--- src/lifc_pkg.sv ---
`timescale 1ns / 1ps

package lifc_pkg;

  // fnv-1a 64-bit
  localparam logic [63:0] FNV_BASIS = 64'hCBF29CE484222325;

  // magic "MIDXV1" then two zero bytes, first byte in the low bits
  localparam logic [63:0] MAGIC_WORD = 64'h0000_3156_5844_494D;

  localparam int TAIL_BYTES   = 8;
  localparam int HEADER_BYTES = 16;
  localparam int REC_BITS     = 40;

  // byte classes
  localparam logic [2:0] KIND_MAGIC = 3'd0;
  localparam logic [2:0] KIND_COUNT = 3'd1;
  localparam logic [2:0] KIND_KLEN  = 3'd2;
  localparam logic [2:0] KIND_VLEN  = 3'd3;
  localparam logic [2:0] KIND_KEY   = 3'd4;
  localparam logic [2:0] KIND_VALUE = 3'd5;
  localparam logic [2:0] KIND_TRAIL = 3'd6;

  // final status codes
  localparam logic [2:0] ST_OK        = 3'd0;
  localparam logic [2:0] ST_SHORT     = 3'd1;
  localparam logic [2:0] ST_CHECKSUM  = 3'd2;
  localparam logic [2:0] ST_MAGIC     = 3'd3;
  localparam logic [2:0] ST_COUNT     = 3'd4;
  localparam logic [2:0] ST_TRUNCATED = 3'd5;
  localparam logic [2:0] ST_TRAILING  = 3'd6;

  typedef struct packed {
    logic [7:0] data_byte;
    logic       last_byte;
  } in_item_t;

  typedef struct packed {
    logic                byte_valid;
    logic [7:0]          body_byte;
    logic [2:0]          byte_kind;
    logic [REC_BITS-1:0] record_index;
    logic                record_done;
    logic                file_done;
    logic [2:0]          status;
  } out_item_t;

  // delay line view handed to the parser
  typedef struct packed {
    logic        released;
    logic [7:0]  leaving;
    logic [63:0] stored;
    logic        full;
  } tail_info_t;

  // xor then multiply by the prime 2^40 + 0x1b3, as shifts and adds
  function automatic logic [63:0] fnv_step(logic [63:0] h, logic [7:0] b);
    logic [63:0] x;
    x = h ^ {56'd0, b};
    return (x << 40) + (x << 8) + (x << 7) + (x << 5) + (x << 4) + (x << 1) + x;
  endfunction

endpackage

--- src/lifc_tail.sv ---
`timescale 1ns / 1ps

module lifc_tail import lifc_pkg::*; (
  input  logic       clk,
  input  logic       rst,
  input  logic       step,
  input  in_item_t   item,
  output tail_info_t info
);

  localparam logic [3:0] FILL_FULL = 4'(TAIL_BYTES);

  logic [7:0] delay      [TAIL_BYTES];
  logic [7:0] delay_next [TAIL_BYTES];
  logic [3:0] fill;
  logic       released;

  assign released = (fill == FILL_FULL);

  always_comb begin
    delay_next = delay;
    if (released) begin
      for (int i = 0; i < TAIL_BYTES - 1; i++) begin
        delay_next[i] = delay[i + 1];
      end
      delay_next[TAIL_BYTES - 1] = item.data_byte;
    end else begin
      delay_next[fill[2:0]] = item.data_byte;
    end
  end

  always_comb begin
    info.released = released;
    info.leaving  = delay[0];
    info.full     = released || (fill == FILL_FULL - 4'd1);
    for (int i = 0; i < TAIL_BYTES; i++) begin
      info.stored[8*i +: 8] = delay_next[i];
    end
  end

  always_ff @(posedge clk) begin
    if (rst) begin
      fill <= '0;
    end else if (step) begin
      if (item.last_byte) begin
        fill <= '0;
      end else if (!released) begin
        fill <= fill + 4'd1;
      end
    end
  end

  // data bytes are only read once written, no reset
  always_ff @(posedge clk) begin
    if (step) begin
      delay <= delay_next;
    end
  end

endmodule

--- src/lifc_parse.sv ---
`timescale 1ns / 1ps

module lifc_parse import lifc_pkg::*; #(
  parameter int LENGTH_BITS = 40
) (
  input  logic       clk,
  input  logic       rst,
  input  logic       step,
  input  in_item_t   item,
  input  tail_info_t tail,
  output out_item_t  result
);

  typedef enum logic [2:0] {
    PH_MAGIC, PH_COUNT, PH_KLEN, PH_VLEN, PH_KEY, PH_VALUE, PH_TRAIL
  } phase_t;

  localparam logic [LENGTH_BITS-1:0] HEADER_LEN = LENGTH_BITS'(HEADER_BYTES);

  phase_t                  phase, phase_next;
  logic [2:0]              pos, pos_next;
  logic [63:0]             gather, gather_next, gathered;
  logic [63:0]             rec_total, rec_total_next;
  logic [63:0]             rec_left, rec_left_next;
  logic [31:0]             key_left, key_left_next, key_dec;
  logic [31:0]             value_left, value_left_next, value_dec;
  logic [REC_BITS-1:0]     rec_num, rec_num_next;
  logic                    magic_bad, magic_bad_next;
  logic [63:0]             hash, hash_next;
  logic [LENGTH_BITS-1:0]  body_len, body_len_next;
  logic [2:0]              kind;
  logic                    finish;
  logic [2:0]              status;

  assign gathered  = gather | ({56'd0, tail.leaving} << {pos, 3'b000});
  assign key_dec   = (key_left != '0) ? key_left - 32'd1 : key_left;
  assign value_dec = (value_left != '0) ? value_left - 32'd1 : value_left;

  always_comb begin
    phase_next      = phase;
    pos_next        = pos;
    gather_next     = gather;
    rec_total_next  = rec_total;
    rec_left_next   = rec_left;
    key_left_next   = key_left;
    value_left_next = value_left;
    rec_num_next    = rec_num;
    magic_bad_next  = magic_bad;
    hash_next       = hash;
    body_len_next   = body_len;
    kind            = KIND_MAGIC;
    finish          = 1'b0;
    if (tail.released) begin
      hash_next = fnv_step(hash, tail.leaving);
      if (!(&body_len)) begin
        body_len_next = body_len + 1'b1;
      end
      case (phase)
        PH_MAGIC: begin
          kind = KIND_MAGIC;
          if (tail.leaving != MAGIC_WORD[{pos, 3'b000} +: 8]) begin
            magic_bad_next = 1'b1;
          end
          if (pos == 3'd7) begin
            pos_next   = '0;
            phase_next = PH_COUNT;
          end else begin
            pos_next = pos + 3'd1;
          end
        end
        PH_COUNT: begin
          kind = KIND_COUNT;
          if (pos == 3'd7) begin
            rec_total_next = gathered;
            rec_left_next  = gathered;
            gather_next    = '0;
            pos_next       = '0;
            phase_next     = (gathered != '0) ? PH_KLEN : PH_TRAIL;
          end else begin
            gather_next = gathered;
            pos_next    = pos + 3'd1;
          end
        end
        PH_KLEN: begin
          kind = KIND_KLEN;
          if (pos >= 3'd3) begin
            key_left_next = gathered[31:0];
            gather_next   = '0;
            pos_next      = '0;
            phase_next    = PH_VLEN;
          end else begin
            gather_next = gathered;
            pos_next    = pos + 3'd1;
          end
        end
        PH_VLEN: begin
          kind = KIND_VLEN;
          if (pos >= 3'd3) begin
            value_left_next = gathered[31:0];
            gather_next     = '0;
            pos_next        = '0;
            if (key_left != '0) begin
              phase_next = PH_KEY;
            end else if (gathered[31:0] != '0) begin
              phase_next = PH_VALUE;
            end else begin
              finish = 1'b1;
            end
          end else begin
            gather_next = gathered;
            pos_next    = pos + 3'd1;
          end
        end
        PH_KEY: begin
          kind          = KIND_KEY;
          key_left_next = key_dec;
          if (key_dec == '0) begin
            if (value_left != '0) begin
              phase_next = PH_VALUE;
            end else begin
              finish = 1'b1;
            end
          end
        end
        PH_VALUE: begin
          kind            = KIND_VALUE;
          value_left_next = value_dec;
          if (value_dec == '0) begin
            finish = 1'b1;
          end
        end
        default: begin
          kind       = KIND_TRAIL;
          phase_next = PH_TRAIL;
          pos_next   = 3'd1;
        end
      endcase
      if (finish) begin
        rec_left_next = rec_left - 64'd1;
        rec_num_next  = rec_num + 1'b1;
        pos_next      = '0;
        gather_next   = '0;
        phase_next    = (rec_left != 64'd1) ? PH_KLEN : PH_TRAIL;
      end
    end
  end

  // precedence: short, checksum, magic, count, truncated, trailing
  always_comb begin
    if (!tail.full || body_len_next < HEADER_LEN) begin
      status = ST_SHORT;
    end else if (tail.stored != hash_next) begin
      status = ST_CHECKSUM;
    end else if (magic_bad_next) begin
      status = ST_MAGIC;
    end else if (rec_total_next > 64'(body_len_next)) begin
      status = ST_COUNT;
    end else if (phase_next != PH_TRAIL) begin
      status = ST_TRUNCATED;
    end else if (pos_next != '0) begin
      status = ST_TRAILING;
    end else begin
      status = ST_OK;
    end
  end

  always_comb begin
    result.byte_valid   = tail.released;
    result.body_byte    = tail.released ? tail.leaving : 8'd0;
    result.byte_kind    = tail.released ? kind : KIND_MAGIC;
    result.record_index = tail.released ? rec_num : '0;
    result.record_done  = tail.released && finish;
    result.file_done    = item.last_byte;
    result.status       = item.last_byte ? status : ST_OK;
  end

  always_ff @(posedge clk) begin
    if (rst || (step && item.last_byte)) begin
      phase      <= PH_MAGIC;
      pos        <= '0;
      gather     <= '0;
      rec_total  <= '0;
      rec_left   <= '0;
      key_left   <= '0;
      value_left <= '0;
      rec_num    <= '0;
      magic_bad  <= 1'b0;
      hash       <= FNV_BASIS;
      body_len   <= '0;
    end else if (step) begin
      phase      <= phase_next;
      pos        <= pos_next;
      gather     <= gather_next;
      rec_total  <= rec_total_next;
      rec_left   <= rec_left_next;
      key_left   <= key_left_next;
      value_left <= value_left_next;
      rec_num    <= rec_num_next;
      magic_bad  <= magic_bad_next;
      hash       <= hash_next;
      body_len   <= body_len_next;
    end
  end

endmodule

--- src/legacy_index_file_checker_core.sv ---
`timescale 1ns / 1ps

// legacy index file checker
// in channel: one file byte per request (in_data.data_byte), in_data.last_byte
//   high on the final byte of the file
// out channel: one result per body byte leaving the eight-byte tail delay; the
//   result on the last byte of the file also carries file_done and the final status
// the last eight file bytes are the stored fnv-1a 64-bit checksum, little
//   endian; they are held back in the delay and never hashed or classified
// an accepted request lands in the input register; its result, if any, is
//   loaded into the output register once that register is free
// throughput: one request per cycle unless the receiver stalls, limited by the
//   hash update (xor, then shifts and adds for the prime) between the two registers
// a stalled receiver holds the output register; the input register still
//   takes one more request, then in_ready drops until out_ready returns
// reset clears both registers' valid flags and puts the delay, hash, length
//   counter and parser in their start state; the last byte of every file puts
//   those four back in it too, so files can follow back to back
module legacy_index_file_checker_core import lifc_pkg::*; #(
  parameter int LENGTH_BITS = 40
) (
  input  logic      clk,
  input  logic      rst,
  input  logic      in_valid,
  output logic      in_ready,
  input  in_item_t  in_data,
  output logic      out_valid,
  input  logic      out_ready,
  output out_item_t out_data
);

  in_item_t   in_hold;      // input register payload
  logic       in_full;      // input register holds a request
  logic       out_free;     // output register can take a result this cycle
  logic       step;         // the held request is processed this cycle
  logic       produce;      // the held request yields a result
  tail_info_t tail_info;
  out_item_t  result;

  assign out_free = !out_valid || out_ready;
  assign step     = in_full && out_free;
  assign in_ready = !in_full || out_free;
  assign produce  = tail_info.released || in_hold.last_byte;

  // tail delay line
  lifc_tail u_tail (
    .clk  (clk),
    .rst  (rst),
    .step (step),
    .item (in_hold),
    .info (tail_info)
  );

  // hash, length counter, record parser and final status
  lifc_parse #(
    .LENGTH_BITS (LENGTH_BITS)
  ) u_parse (
    .clk    (clk),
    .rst    (rst),
    .step   (step),
    .item   (in_hold),
    .tail   (tail_info),
    .result (result)
  );

  always_ff @(posedge clk) begin
    if (rst) begin
      in_full   <= 1'b0;
      out_valid <= 1'b0;
    end else begin
      if (in_ready) begin
        in_full <= in_valid;
      end
      if (step && produce) begin
        out_valid <= 1'b1;
      end else if (out_ready) begin
        out_valid <= 1'b0;
      end
    end
  end

  // payload registers
  always_ff @(posedge clk) begin
    if (in_valid && in_ready) begin
      in_hold <= in_data;
    end
    if (step && produce) begin
      out_data <= result;
    end
  end

`ifndef NO_ASSERTIONS
  // every result carries a body byte or closes a file
  a_result_has_cause: assert property (@(posedge clk) disable iff (rst)
    out_valid |-> (out_data.byte_valid || out_data.file_done))
    else $error("result with neither body byte nor file end");

  // no body byte means zeroed byte fields
  a_empty_fields_zero: assert property (@(posedge clk) disable iff (rst)
    (out_valid && !out_data.byte_valid) |->
      (out_data.body_byte == 8'd0 && out_data.record_index == '0 &&
       !out_data.record_done && out_data.byte_kind == KIND_MAGIC))
    else $error("fields set on a result without a body byte");

  // status only reported at file end
  a_status_only_at_end: assert property (@(posedge clk) disable iff (rst)
    (out_valid && !out_data.file_done) |-> out_data.status == ST_OK)
    else $error("status reported before the end of the file");

  // header bytes always belong to record zero
  a_header_record_zero: assert property (@(posedge clk) disable iff (rst)
    (out_valid && out_data.byte_valid &&
     (out_data.byte_kind == KIND_MAGIC || out_data.byte_kind == KIND_COUNT))
      |-> out_data.record_index == '0)
    else $error("header byte tagged with a nonzero record");

  // a record completes only on a length or content byte
  a_done_kind: assert property (@(posedge clk) disable iff (rst)
    (out_valid && out_data.record_done) |->
      (out_data.byte_kind == KIND_VLEN || out_data.byte_kind == KIND_KEY ||
       out_data.byte_kind == KIND_VALUE))
    else $error("record completed on an unexpected byte class");
`endif

endmodule

--- config.mk ---
export PLATFORM = sky130hd
export DESIGN_NAME = legacy_index_file_checker_core
export DESIGN_NICKNAME = d
export VERILOG_FILES = /design/src/lifc_pkg.sv /design/src/lifc_tail.sv /design/src/lifc_parse.sv /design/src/legacy_index_file_checker_core.sv
export SDC_FILE = /design/constraint.sdc
export NUM_CORES = 2
export LEC_CHECK = 0
export BUFFER_PORTS_ARGS = -buffer_cell sky130_fd_sc_hd__buf_2
export CORE_MARGIN = 5
export CORE_UTILIZATION = 40
export CTS_CLUSTER_SIZE = 10
export DETAILED_ROUTE_END_ITERATION = 16
export GPL_TIMING_DRIVEN = 0
export HOLD_SLACK_MARGIN = 0.02
export PLACE_DENSITY = 0.51
export SLEW_MARGIN = 30
export SYNTH_ARGS = -nofsm -noshare
export SYNTH_HDL_FRONTEND = slang
export SYNTH_HIERARCHICAL = 1
export SYNTH_SLANG_ARGS = --single-unit
--- constraint.sdc ---
create_clock -name clk -period 19.4 [get_ports clk]
set_input_delay 1.94 -clock clk [delete_from_list [all_inputs] [get_ports clk]]
set_output_delay 1.94 -clock clk [all_outputs]
set_load 0.05 [all_outputs]
==> impl_metrics.csv <==
group,metric,value,unit
die,die_x,339,um
logic_synthesis,synthMuxAreaShare,3.21,%
global_routing,grt.overflow.total,0,
cts,root_buffer,"clkbuf_16",
logic_synthesis,synth-adder-area-share,16.1,%
timing,drv_slew,0,
setup_path,worst-path-max-fanout,10,
logic_synthesis,synth-seq-area-share,28.1,%
setup_path,critPathRequiredTime,19.71,ns
drt,drcViolationCount,0,
placed_design,port_buffers,71,
timing,setup_tns,0,ns
timing,fin_crit_sh,55.5,%
power,peakVddDrop,61.6,uV
logic_synthesis,synth_compound_area_share,17.7,%
logic_synthesis,synth-edff-count,130,
setup_path,start_kind,"register",
drt,wl_per_cell,26.6,um
logic_synthesis,synth_top_family_by_area,"simple AND/OR/NAND/NOR gates",
timing,post-route-min-period,10.77,ns
power,seqPwrFrac,39.4,%
cts,cts_buffer_depth,3,
setup_path,arrival,11.08,ns
min_path,hp-start,"u_parse/hash[19]",
setup_path,reg2reg_to,"out_data[2]",
logic_synthesis,yosysWarnings,6,
power,switching_share,30.6,%
timing,timing.fmax,0.0929,GHz
global_routing,grt_max_degree,48,
min_path,min_to,"u_parse/hash[19]",
final_layout,nets,5925,
drt,drt_wl_total,185000,um
timing,setup_viol,0,
cts,postCtsHoldBufs,0,
power,p_switching,0.916,mW
cts,clk-insertion-delay-late,0.66,ns
logic_synthesis,synthSimpleGateAreaFrac,21.6,%
final_layout,fillers,11000,
timing,fin_hold_ws,0.459,ns
logic_synthesis,postSynthAreaPerCell,8.12,um^2
drt,detail_route.vias_per_cell,5.99,
cts,cts_buffers,73,
setup_path,reg2reg_depth,22,
cts,postCtsSetupRepairBufs,0,
power,leakagePower,19.2,nW
timing,rsz0062_at_grt,"false",
logic_synthesis,synth-seq-cells,543,
logic_synthesis,synth-async-reset-ratio,0,%
logic_synthesis,netlist_area,43300,um^2
setup_path,crit_path_end_kind,"register",
cts,path_clk_slew,0.06,ns
logic_synthesis,synth-main-ff-cell,"dfxtp_1",
timing,max_slew_margin,25.8,%
min_path,hold_depth,2,
drt,drt-initial-drc-count,4436,
setup_path,reg2reg_from,"u_tail/info[72]",
placed_design,hpwlAfterDp,143000,um
logic_synthesis,syn_nets,5763,
die,core_area,107000,um^2
cts,cts_resized,0,
global_routing,antenna_found_initial,4,
global_routing,grt_pass1_vias,39800,
die,start_util,40.4,%
outcome,status,"finished, final reports clean",
drt,drtAntennaViolNets,0,
drt,first_pass_iters,6,
setup_path,worst-r2r-setup-slack,8.63,ns
die,io_pins,72,
timing,skew,0.0391,ns
power,power_density,62.2,nW/um^2
die,row_count,120,
cts,tritoncts,"built",
min_path,hold_path_class,"register to register",
placed_design,place.gp.congestion,1.02,
timing,final_hold_viol_count,0,
final_layout,area_delta_synth_final,11.1,%
cts,clock_sinks,543,
setup_path,critPathKind,"register to register",
final_layout,layout-drive-gt1-share,6.54,%
flow_run,drv_cap,0,
logic_synthesis,syn_inst,5338,
logic_synthesis,synth.distinct_cells,105,
die,die_h,339,um
global_routing,track_usage,30.8,%
timing,worst_slew_pin_slew,1.11,ns
drt,num_vias,41700,
power,pwr-share-comb,16.1,%
logic_synthesis,synth_xor_area_share,6.07,%
global_routing,grt_first_pass_wirelength,268000,um
power,p_int,2.08,mW
final_layout,final_util,44.9,%
cts,htree_levels,3,
die,die_area,115000,um^2
power,pwr-share-clk,44.5,%
## cells by family (layout without fill, tap and decap cells)
| family | after synthesis | after routing |
|---|---|---|
| compound gates | 1241 | 1241 |
| xor+xnor | 297 | 297 |
| fa+ha+maj | 412 | 412 |
| buf+inv | 799 | 1015 |
| flops | 543 | 543 |
| mux | 137 | 137 |
| other cells | 0 | 2 |
| simple gates | 1909 | 1909 |
## layout by cell type (no fill, tap or decap), types with 53 or more instances in the layout
cell,Yosys,routed
nor2_1,566,554
nand2_1,477,477
inv_1,468,468
dfxtp_1,413,413
a21oi_1,420,407
o21ai_0,285,284
clkbuf_1,263,276
fa_1,245,245
nor3_1,177,177
ha_1,167,167
xor2_1,147,147
xnor2_1,148,145
edfxtp_1,130,130
nand3_1,124,124
mux2i_1,122,122
buf_2,29,102
nand4_1,97,97
nor4_1,76,74
clkbuf_16,0,73
and2_1,71,70
o211ai_1,60,60
a211oi_1,60,60
or3_1,57,57
a22oi_1,53,53
## final cells by class
cell class,count,area [um^2],share of cell area [%]
plain buffers,328,1380,2.87
inverters,471,1770,3.67
clock buffers,103,2000,4.15
multi-input cells,3996,28200,58.6
clock inverters,26,327,0.678
repair buffers,87,543,1.13
diodes,2,5.00,0.0104
flip-flops and latches,543,12200,25.3
well taps,1403,1760,3.65
## power groups by stage
stage | Clock (mW) | Sequential, mW | Combinational, mW
floorplan | 0 | 1.22 | 0.301
global placement | 0 | 1.21 | 0.466
detailed placement | 0 | 1.21 | 0.470
CTS | 1.36 | 1.18 | 0.473
global route | 1.40 | 1.18 | 0.512
finish | 1.33 | 1.18 | 0.482
## through the flow
step / total power [mW] / area, um^2 / instances / setup WS [ns]
final: 3.00 / 48200 / 6959 / 8.63
after detailed placement: 1.68 / 45800 / 6828 / 9.09
after floorplan: 1.52 / 43300 / 5338 / 12.75
after global placement: 1.67 / 45400 / 6812 / 7.52
after CTS: 3.02 / 48100 / 6957 / 8.99
after global routing: 3.09 / 48200 / 6957 / 8.78
## Yosys cell counts, types with 12 or more instances
cell type | n | area, um^2
nor2_1 | 566 | 2120
nand2_1 | 477 | 1790
inv_1 | 468 | 1760
a21oi_1 | 420 | 2100
dfxtp_1 | 413 | 8270
o21ai_0 | 285 | 1430
clkbuf_1 | 263 | 987
fa_1 | 245 | 4900
nor3_1 | 177 | 886
ha_1 | 167 | 2090
xnor2_1 | 148 | 1300
xor2_1 | 147 | 1290
edfxtp_1 | 130 | 3900
nand3_1 | 124 | 621
mux2i_1 | 122 | 1220
nand4_1 | 97 | 607
nor4_1 | 76 | 475
and2_1 | 71 | 444
a211oi_1 | 60 | 450
o211ai_1 | 60 | 450
or3_1 | 57 | 357
a22oi_1 | 53 | 398
o21ai_1 | 45 | 225
a21o_1 | 37 | 278
and3_1 | 35 | 219
a31oi_1 | 32 | 200
or4_1 | 31 | 233
nand2b_1 | 30 | 188
buf_2 | 29 | 145
a2111oi_0 | 28 | 245
o21a_1 | 26 | 195
or2_2 | 26 | 163
a221oi_1 | 25 | 219
o22ai_1 | 25 | 156
nor2b_1 | 23 | 144
and4_1 | 18 | 158
buf_1 | 16 | 60.1
mux2_2 | 15 | 169
nor4b_1 | 15 | 131
nand3b_1 | 14 | 105
buf_4 | 13 | 97.6
nor3b_1 | 13 | 97.6
o31a_1 | 12 | 105
## routing by layer
metal / track usage, % / routed length [um] / up-vias
met4: 20.1 / 15000 / 0
li1: - / - / 19000
met1: 38.2 / 72900 / 20300
met2: 50.5 / 84500 / 1885
met3: 4.18 / 12500 / 530
met5: 0 / 0 / -
## worst max-delay path, stage by stage, from the launching register on
cell,delay (ns)
edfxtp_1,0.34
buf_4,0.10
clkbuf_1,0.76
xor2_1,0.72
inv_1,0.55
fa_1,0.66
inv_1,0.05
fa_1,0.46
fa_1,0.49
ha_1,0.31
ha_1,0.38
a21oi_1,0.46
o211ai_1,0.25
a41oi_1,0.52
a21oi_1,0.32
nor2_1,0.50
and3_1,0.43
o311ai_0,0.32
o41ai_1,0.40
nand4_1,0.13
a2111oi_1,0.89
nand4b_1,0.54
a2111oi_2,0.82
## sequential cells by signal, summed over array words and instances (netlist names)
register / cells
u_tail/info: 8
u_parse/rec_left: 64
out_valid: 1
u_parse/rec_num: 40
in_full: 1
u_parse/hash: 64
u_parse/value_left: 32
u_parse/body_len: 40
u_parse/magic_bad: 1
u_parse/key_left: 32
u_parse/phase: 3
out_data: 57
u_parse/pos: 3
u_tail/delay: 56
u_tail/fill: 4
in_hold: 9
u_parse/gather: 64
u_parse/rec_total: 64
## how the worst max path moves through the flow
stage | from | endpoint | slack [ns]
after floorplan | u_tail/info[68] | out_data[2] | 12.75
after global placement | u_tail/info[70] | out_data[2] | 7.52
after detailed placement | u_tail/info[72] | out_data[2] | 9.09
after CTS | u_tail/info[72] | out_data[2] | 8.99
after global routing | u_tail/info[72] | out_data[2] | 8.78
final | u_tail/info[72] | out_data[2] | 8.63
No activity file was read; power rests on OpenSTA's default activity.
